$ cat src/rtl/core/spf_pkg.sv
// Shared sizes, constants and divider handshake types for the string period finder.
// No dependencies; compile first.
package spf_pkg;

  localparam int MAX_LEN     = 1024;
  localparam int ADDR_W      = $clog2(MAX_LEN);
  localparam int LEN_W       = $clog2(MAX_LEN + 1);
  localparam int SYM_W       = 8;
  localparam int PERIOD_W    = 10;
  localparam int MAX_RESULTS = 32;
  localparam int CNT_W       = $clog2(MAX_RESULTS + 1);
  localparam int DIV_STEPS   = LEN_W;
  localparam int STEP_W      = $clog2(DIV_STEPS + 1);

  typedef struct packed {
    logic             start;
    logic [LEN_W-1:0] dividend;
    logic [LEN_W-1:0] divisor;
  } div_req_t;

  typedef struct packed {
    logic             busy;
    logic             done;
    logic [LEN_W-1:0] rem;
  } div_rsp_t;

endpackage

$ cat src/rtl/core/spf_divrem.sv
// Iterative restoring remainder unit, one quotient bit per cycle.
// Depends on spf_pkg.
module spf_divrem import spf_pkg::*; (
  input  logic     clk,
  input  logic     rst,
  input  div_req_t req,
  output div_rsp_t rsp
);

  logic              busy;
  logic              done;
  logic [STEP_W-1:0] steps;
  logic [LEN_W-1:0]  dvd;
  logic [LEN_W-1:0]  dvs;
  logic [LEN_W-1:0]  rem;
  logic [LEN_W:0]    trial;
  logic [LEN_W:0]    diff;

  assign trial = {rem, dvd[LEN_W-1]};
  assign diff  = trial - {1'b0, dvs};

  always_ff @(posedge clk) begin
    if (rst) begin
      busy <= 1'b0;
      done <= 1'b0;
    end else begin
      done <= 1'b0;
      if (req.start && !busy) begin
        busy  <= 1'b1;
        steps <= STEP_W'(DIV_STEPS);
        dvd   <= req.dividend;
        dvs   <= req.divisor;
        rem   <= '0;
      end else if (busy) begin
        // remainder stays below divisor, so it fits LEN_W bits
        rem   <= (trial >= {1'b0, dvs}) ? diff[LEN_W-1:0] : trial[LEN_W-1:0];
        dvd   <= {dvd[LEN_W-2:0], 1'b0};
        steps <= steps - STEP_W'(1);
        if (steps == STEP_W'(1)) begin
          busy <= 1'b0;
          done <= 1'b1;
        end
      end
    end
  end

  assign rsp.busy = busy;
  assign rsp.done = done;
  assign rsp.rem  = rem;

endmodule
$ cat config.mk
export PLATFORM = sky130hd
export DESIGN_NAME = spf_divrem
export DESIGN_NICKNAME = d
export VERILOG_FILES = /design/src/rtl/core/spf_pkg.sv /design/src/rtl/core/spf_divrem.sv
export SDC_FILE = /design/constraint.sdc
export NUM_CORES = 1
export LEC_CHECK = 0
export BUFFER_PORTS_ARGS = -buffer_cell sky130_fd_sc_hd__buf_2
export CORE_UTILIZATION = 50
export CTS_BUF_LIST = sky130_fd_sc_hd__clkbuf_16
export CTS_CLUSTER_SIZE = 14
export DETAILED_ROUTE_END_ITERATION = 12
export PLACE_DENSITY_LB_ADDON = 0.25
export SETUP_SLACK_MARGIN = 0.2
export SYNTH_ARGS = -nofsm -noshare
export SYNTH_HDL_FRONTEND = slang
export SYNTH_SLANG_ARGS = --single-unit
export TNS_END_PERCENT = 1
$ cat constraint.sdc
create_clock -name clk -period 2 [get_ports clk]
set_input_delay 0.2 -clock clk [delete_from_list [all_inputs] [get_ports clk]]
set_output_delay 0.2 -clock clk [all_outputs]
set_load 0.005 [all_outputs]
Word level (Yosys, flattened, before mapping)
Cells that the tools add are included.
{"block": "classes", "add_sub_neg": 2, "order_cmp": 1, "eq_ne": 1, "muxes": 9, "bitwise_logic": 2, "n_reduce_logical": 6}
{"cell": "11-bit 2-to-1 mux", "count": 4}
{"cell": "12-bit by 11-bit >= comparator with 1-bit output", "count": 1}
{"cell": "11-bit subtractor", "count": 1}
{"cell": "4-bit by 1-bit == test with 1-bit output, second input constant", "count": 1}
{"cell": "1-bit 2-to-1 mux", "count": 4}
{"cell": "4-bit 2-to-1 mux", "count": 1}
{"cell": "2-bit AND reduction", "count": 2}
{"cell": "4-bit by 1-bit subtractor with 4-bit output, second input constant", "count": 1}
{"cell": "3-bit OR reduction", "count": 1}
{"cell": "1-bit inverter", "count": 2}
{"cell": "2-bit nonzero test", "count": 1}
{"cell": "1-bit logical AND", "count": 1}
{"cell": "1-bit logical NOT", "count": 1}
{"block": "totals", "ff_bits": 39, "input_bits": 25, "output_inout_bits": 13, "word_cells": 27}

Longest topological paths before layout
{"block": "depth", "depth_word": 4, "ltp_mapped": 10}

Worst setup path after synthesis
OpenSTA, ideal clock, no wires.
{"block": "synth_path", "path_type": "flip-flop to flip-flop", "start": "reg dvd[10]", "end": "reg rem[1], data pin", "setup_ns": 0.158, "t_arrival_ns": 2.042, "required_ns": 1.842, "setup_slack_ns": -0.200, "path_stages_with_launch": 11, "path_buffers": 1, "synth_period_minus_slack_ns": 2.200, "cell_sequence": "edfxtp_1 -> inv_1 -> ha_1 -> fa_1 -> nand2b_1 -> a21oi_2 -> o21ai_1 -> a21oi_4 -> buf_8 -> nor2_2 -> a211oi_2"}
{"block": "synth_via", "elab_chain_len": 3}
{"element": "from (decl)", "line": "spf_divrem.sv:13", "source": "logic [LEN_W-1:0] dvd;"}
{"element": "from (signal assigned)", "line": "spf_divrem.sv:31", "source": "dvd <= req.dividend;"}
{"element": "from (signal assigned)", "line": "spf_divrem.sv:37", "source": "dvd <= {dvd[LEN_W-2:0], 1'b0};"}
{"element": "11-bit subtractor / 12-bit by 11-bit >= comparator with 1-bit output (equally long branches)", "line": "spf_divrem.sv:20, spf_divrem.sv:36"}
{"element": "11-bit 2-to-1 mux (*)", "line": "spf_divrem.sv:36", "source": "rem <= (trial >= {1'b0, dvs}) ? diff[LEN_W-1:0] : trial[LEN_W-1:0];"}
{"element": "11-bit 2-to-1 mux (*)", "line": "spf_divrem.sv:34", "source": "end else if (busy) begin"}
{"element": "to (signal assigned)", "line": "spf_divrem.sv:36"}
{"element": "to (decl)", "line": "spf_divrem.sv:15", "source": "logic [LEN_W-1:0] rem;"}
Mark *: on every way between the ends. The rest lies on a longest branch, timed or not. The select of a mux whose other input is x is not followed.
A chain may end at the register's enable or synchronous reset.

Worst setup path in the final report
{"block": "layout_path", "start": "reg dvd[10]", "end": "reg rem[8], data pin"}
Same word-level chain as after synthesis.

==> impl_metrics.py <==
metrics = {
    "outcome": {
        "status": "complete, but fails checks",
        "violations": "negative setup slack",
    },
    "layout": {
        "utilization_pct": 72.5,
        "antennaDiodeCount": 0,
        "drive_gt1_share_pct": 37.7,
        "fin_nets": 335,
        "finalNonFillerCells": 347,
        "fillerInstances": 320,
        "syn_to_final_growth_pct": 34.5,
    },
    "logic_synthesis": {
        "syn_avg_cell_area_um2": 10.4,
        "synth_seq_cells": 39,
        "synth_top_cell_area_share_pct": 50.1,
        "syn_inst": 214,
        "synth_top_flop_cell": "edfxtp_1",
        "syn-num-nets": 253,
        "synth_area_mm2": 0.00222,
        "synth-seq-area-share_pct": 51.9,
        "synth.distinct_cells": 41,
        "synth.area.top_cells": "edfxtp_1 (50%), ha_1 (7.3%), nand2_1 (6.3%)",
        "synth_warnings": 0,
        "synth_edf_count": 37,
        "async_flop_share_pct": 0,
        "synth_top_cell_by_area": "edfxtp_1",
        "synthTopCellsByCount": "edfxtp_1 (37), nand2_1 (37), nor2_1 (20)",
    },
    "setup_path": {
        "cp_max_fo": 6,
        "cp_slowest_cell": "edfxtp_1",
        "critPathLaunch": "dvd[10]$_DFFE_PP_",
        "worstPathRequired_ns": 2.04,
        "r2r_start": "dvd[10]$_DFFE_PP_",
        "reg2reg_depth": 10,
        "cp-end-kind": "register",
        "r2r-end": "rem[8]$_SDFFCE_PP0P_",
        "crit_path_start_kind": "register",
        "reg2reg_slack_ns": -0.18,
        "slowest_delay_ns": 0.35,
        "path_cells": "inv_1 > ha_2 > fa_2 > nand2b_4 > a21oi_4 > o21ai_2 > a21oi_4 > buf_6 > mux2i_1 > nor2_1",
        "crit_end": "rem[8]$_SDFFCE_PP0P_",
        "worstPathArrival_ns": 2.22,
        "crit_top_cell": "a21oi_4",
        "path_class": "register to register",
    },
    "timing": {
        "fmax_mhz": 458,
        "fin_crit_sh_pct": 109,
        "slew_viol_final": 0,
        "fin_skew_ns": 0.00360,
        "rsz0062_at_grt": "true",
        "relSlewSlack_pct": 73.7,
        "holdWs_ns": 0.0901,
        "worstMarginPinSlew_ns": 0.392,
        "finalSetupViolCount": 11,
        "setup_slack_ns": -0.182,
        "hold_viol": 0,
        "layout_min_cycle_time_ns": 2.18,
    },
    "clock_tree": {
        "clk_latency_ns": 0.28,
        "numCtsBuffers": 5,
        "root_buffer": "clkbuf_16",
        "cts_tree": "built",
        "cts.sinks": 39,
        "cts.clk_slew.worst_paths_ns": 0.06,
        "cts_max_level": 2,
        "clock_path_buffers": 2,
    },
    "flow_run": {
        "drv_cap": 0,
    },
    "routing": {
        "ant_nets": 0,
        "drtPass1Iterations": 4,
        "drtIter0Drc": 144,
        "drc": 0,
        "detail_route.vias_per_cell": 5.27,
        "wirelength_mm": 4.84,
        "vias": 1827,
        "post_drt_wl_per_cell_um": 14.0,
    },
    "placed_design": {
        "dpl.hpwl_mm": 3.47,
        "pre_cts_ws_ns": -0.225,
        "gp_congestion": 0.848,
        "place_inst": 335,
        "portBuffers": 37,
    },
    "global_routing": {
        "grt_max_degree": 21,
        "grt_pass1_wl_mm": 7.60,
        "antenna_found_initial": 0,
        "overflow": 0,
        "gr-usage-all-layers_pct": 22.7,
        "first_global_vias": 1743,
    },
    "floorplan": {
        "start_util_pct": 53.9,
        "dieArea_mm2": 0.00470,
        "die_h_um": 68.6,
        "coreArea_mm2": 0.00412,
        "ios": 38,
        "die_x_um": 68.6,
        "num_rows": 23,
    },
    "pwr": {
        "irDropWorstVdd_uv": 594,
        "powerDensity_mw_per_mm2": 873,
        "leakagePower_nw": 1.35,
        "finalPower_mw": 2.60,
    },
    "worst_hold_path": {
        "hp-class": "input pin to register",
    },
}
[cell usage in the layout, fill, tap and decap left out, types with 3 or more instances in the layout]
master and instances:
nor2_2 3, o21ai_0 5, nor3_1 4, mux2i_1 4, nand3_1 4, o21a_1 4
nor2_1 19, a211oi_2 3, inv_1 19, a21oi_1 4, a21oi_2 3, xnor2_1 5
buf_4 43, buf_2 37, nand2_1 37, nor2b_1 4, clkbuf_16 5, ha_1 11
edfxtp_1 37
[metal layers]
metal	routed length [um]	part of all wire, %	track usage [%]
met1	2050	42	28.3
met2	2460	51	37.6
met3	228	4.7	5.10
met4	103	2.1	9.90
met5	0	0	0
[through the flow]
stage                     area [um^2]  setup TNS (ns)
after floorplan                  2240           -1.19
after global placement           2750           -1.22
after detailed placement         2750           -1.69
after CTS                        2950          -0.888
after global routing             2980           -2.60
final                            2980           -1.30
[state kept, by name (all words and copies together) (netlist names)]
register  cells
done          1
busy          1
dvs          11
dvd          11
rem          11
steps         4
[cells by family (layout without fill, tap and decap cells)]
| logic type | after synthesis | after routing | share of synthesized area (%) |
|---|---|---|---|
| compound gates | 34 | 34 | 10.7 |
| xor+xnor | 5 | 5 | 1.98 |
| fa+ha+maj | 14 | 14 | 8.24 |
| buf+inv | 26 | 109 | 5.25 |
| flops | 39 | 39 | 51.9 |
| mux | 4 | 4 | 1.81 |
| simple gates | 92 | 92 | 20.1 |
[final cells by class]
cell class              count  area (um^2)  share of cell area [%]
clock inverters             3         15.0                   0.504
clock buffers               5          125                    4.20
repair buffers             82          531                    17.8
well taps                  50         62.6                    2.10
flip-flops and latches     39         1150                    38.6
multi-input cells         149         1030                    34.4
inverters                  19         71.3                    2.39
[critical path: cells and delay by family, from the launching register on]
kind | cells | cell delay, ns
buf+inv | 2 | 0.20
flops | 1 | 0.35
simple gates | 2 | 0.21
compound gates | 3 | 0.43
mux | 1 | 0.21
fa+ha+maj | 2 | 0.53
[worst min path at each step]
stage,start,to,cells past startpoint
after floorplan,rst,done$_SDFF_PP0_,1
after global placement,req[9],dvs[9]$_DFFE_PP_,1
after detailed placement,req[6],dvs[6]$_DFFE_PP_,1
after CTS,req[9],dvs[9]$_DFFE_PP_,1
after global routing,req[1],dvs[1]$_DFFE_PP_,1
final,req[10],dvs[10]$_DFFE_PP_,1
[timing repair]
item	CTS	global route
setup endpoints to repair	11	11
resized for setup	8	4
hold buffers	0	0
setup buffers	3	1
pin swaps	4	3
[power breakdown]
group | internal (mW) | switching (mW) | total, mW
Sequential | 0.989 | 0.0330 | 1.02
Combinational | 0.415 | 0.406 | 0.821
Clock | 0.453 | 0.307 | 0.760
No activity file was read; power rests on OpenSTA's default activity.
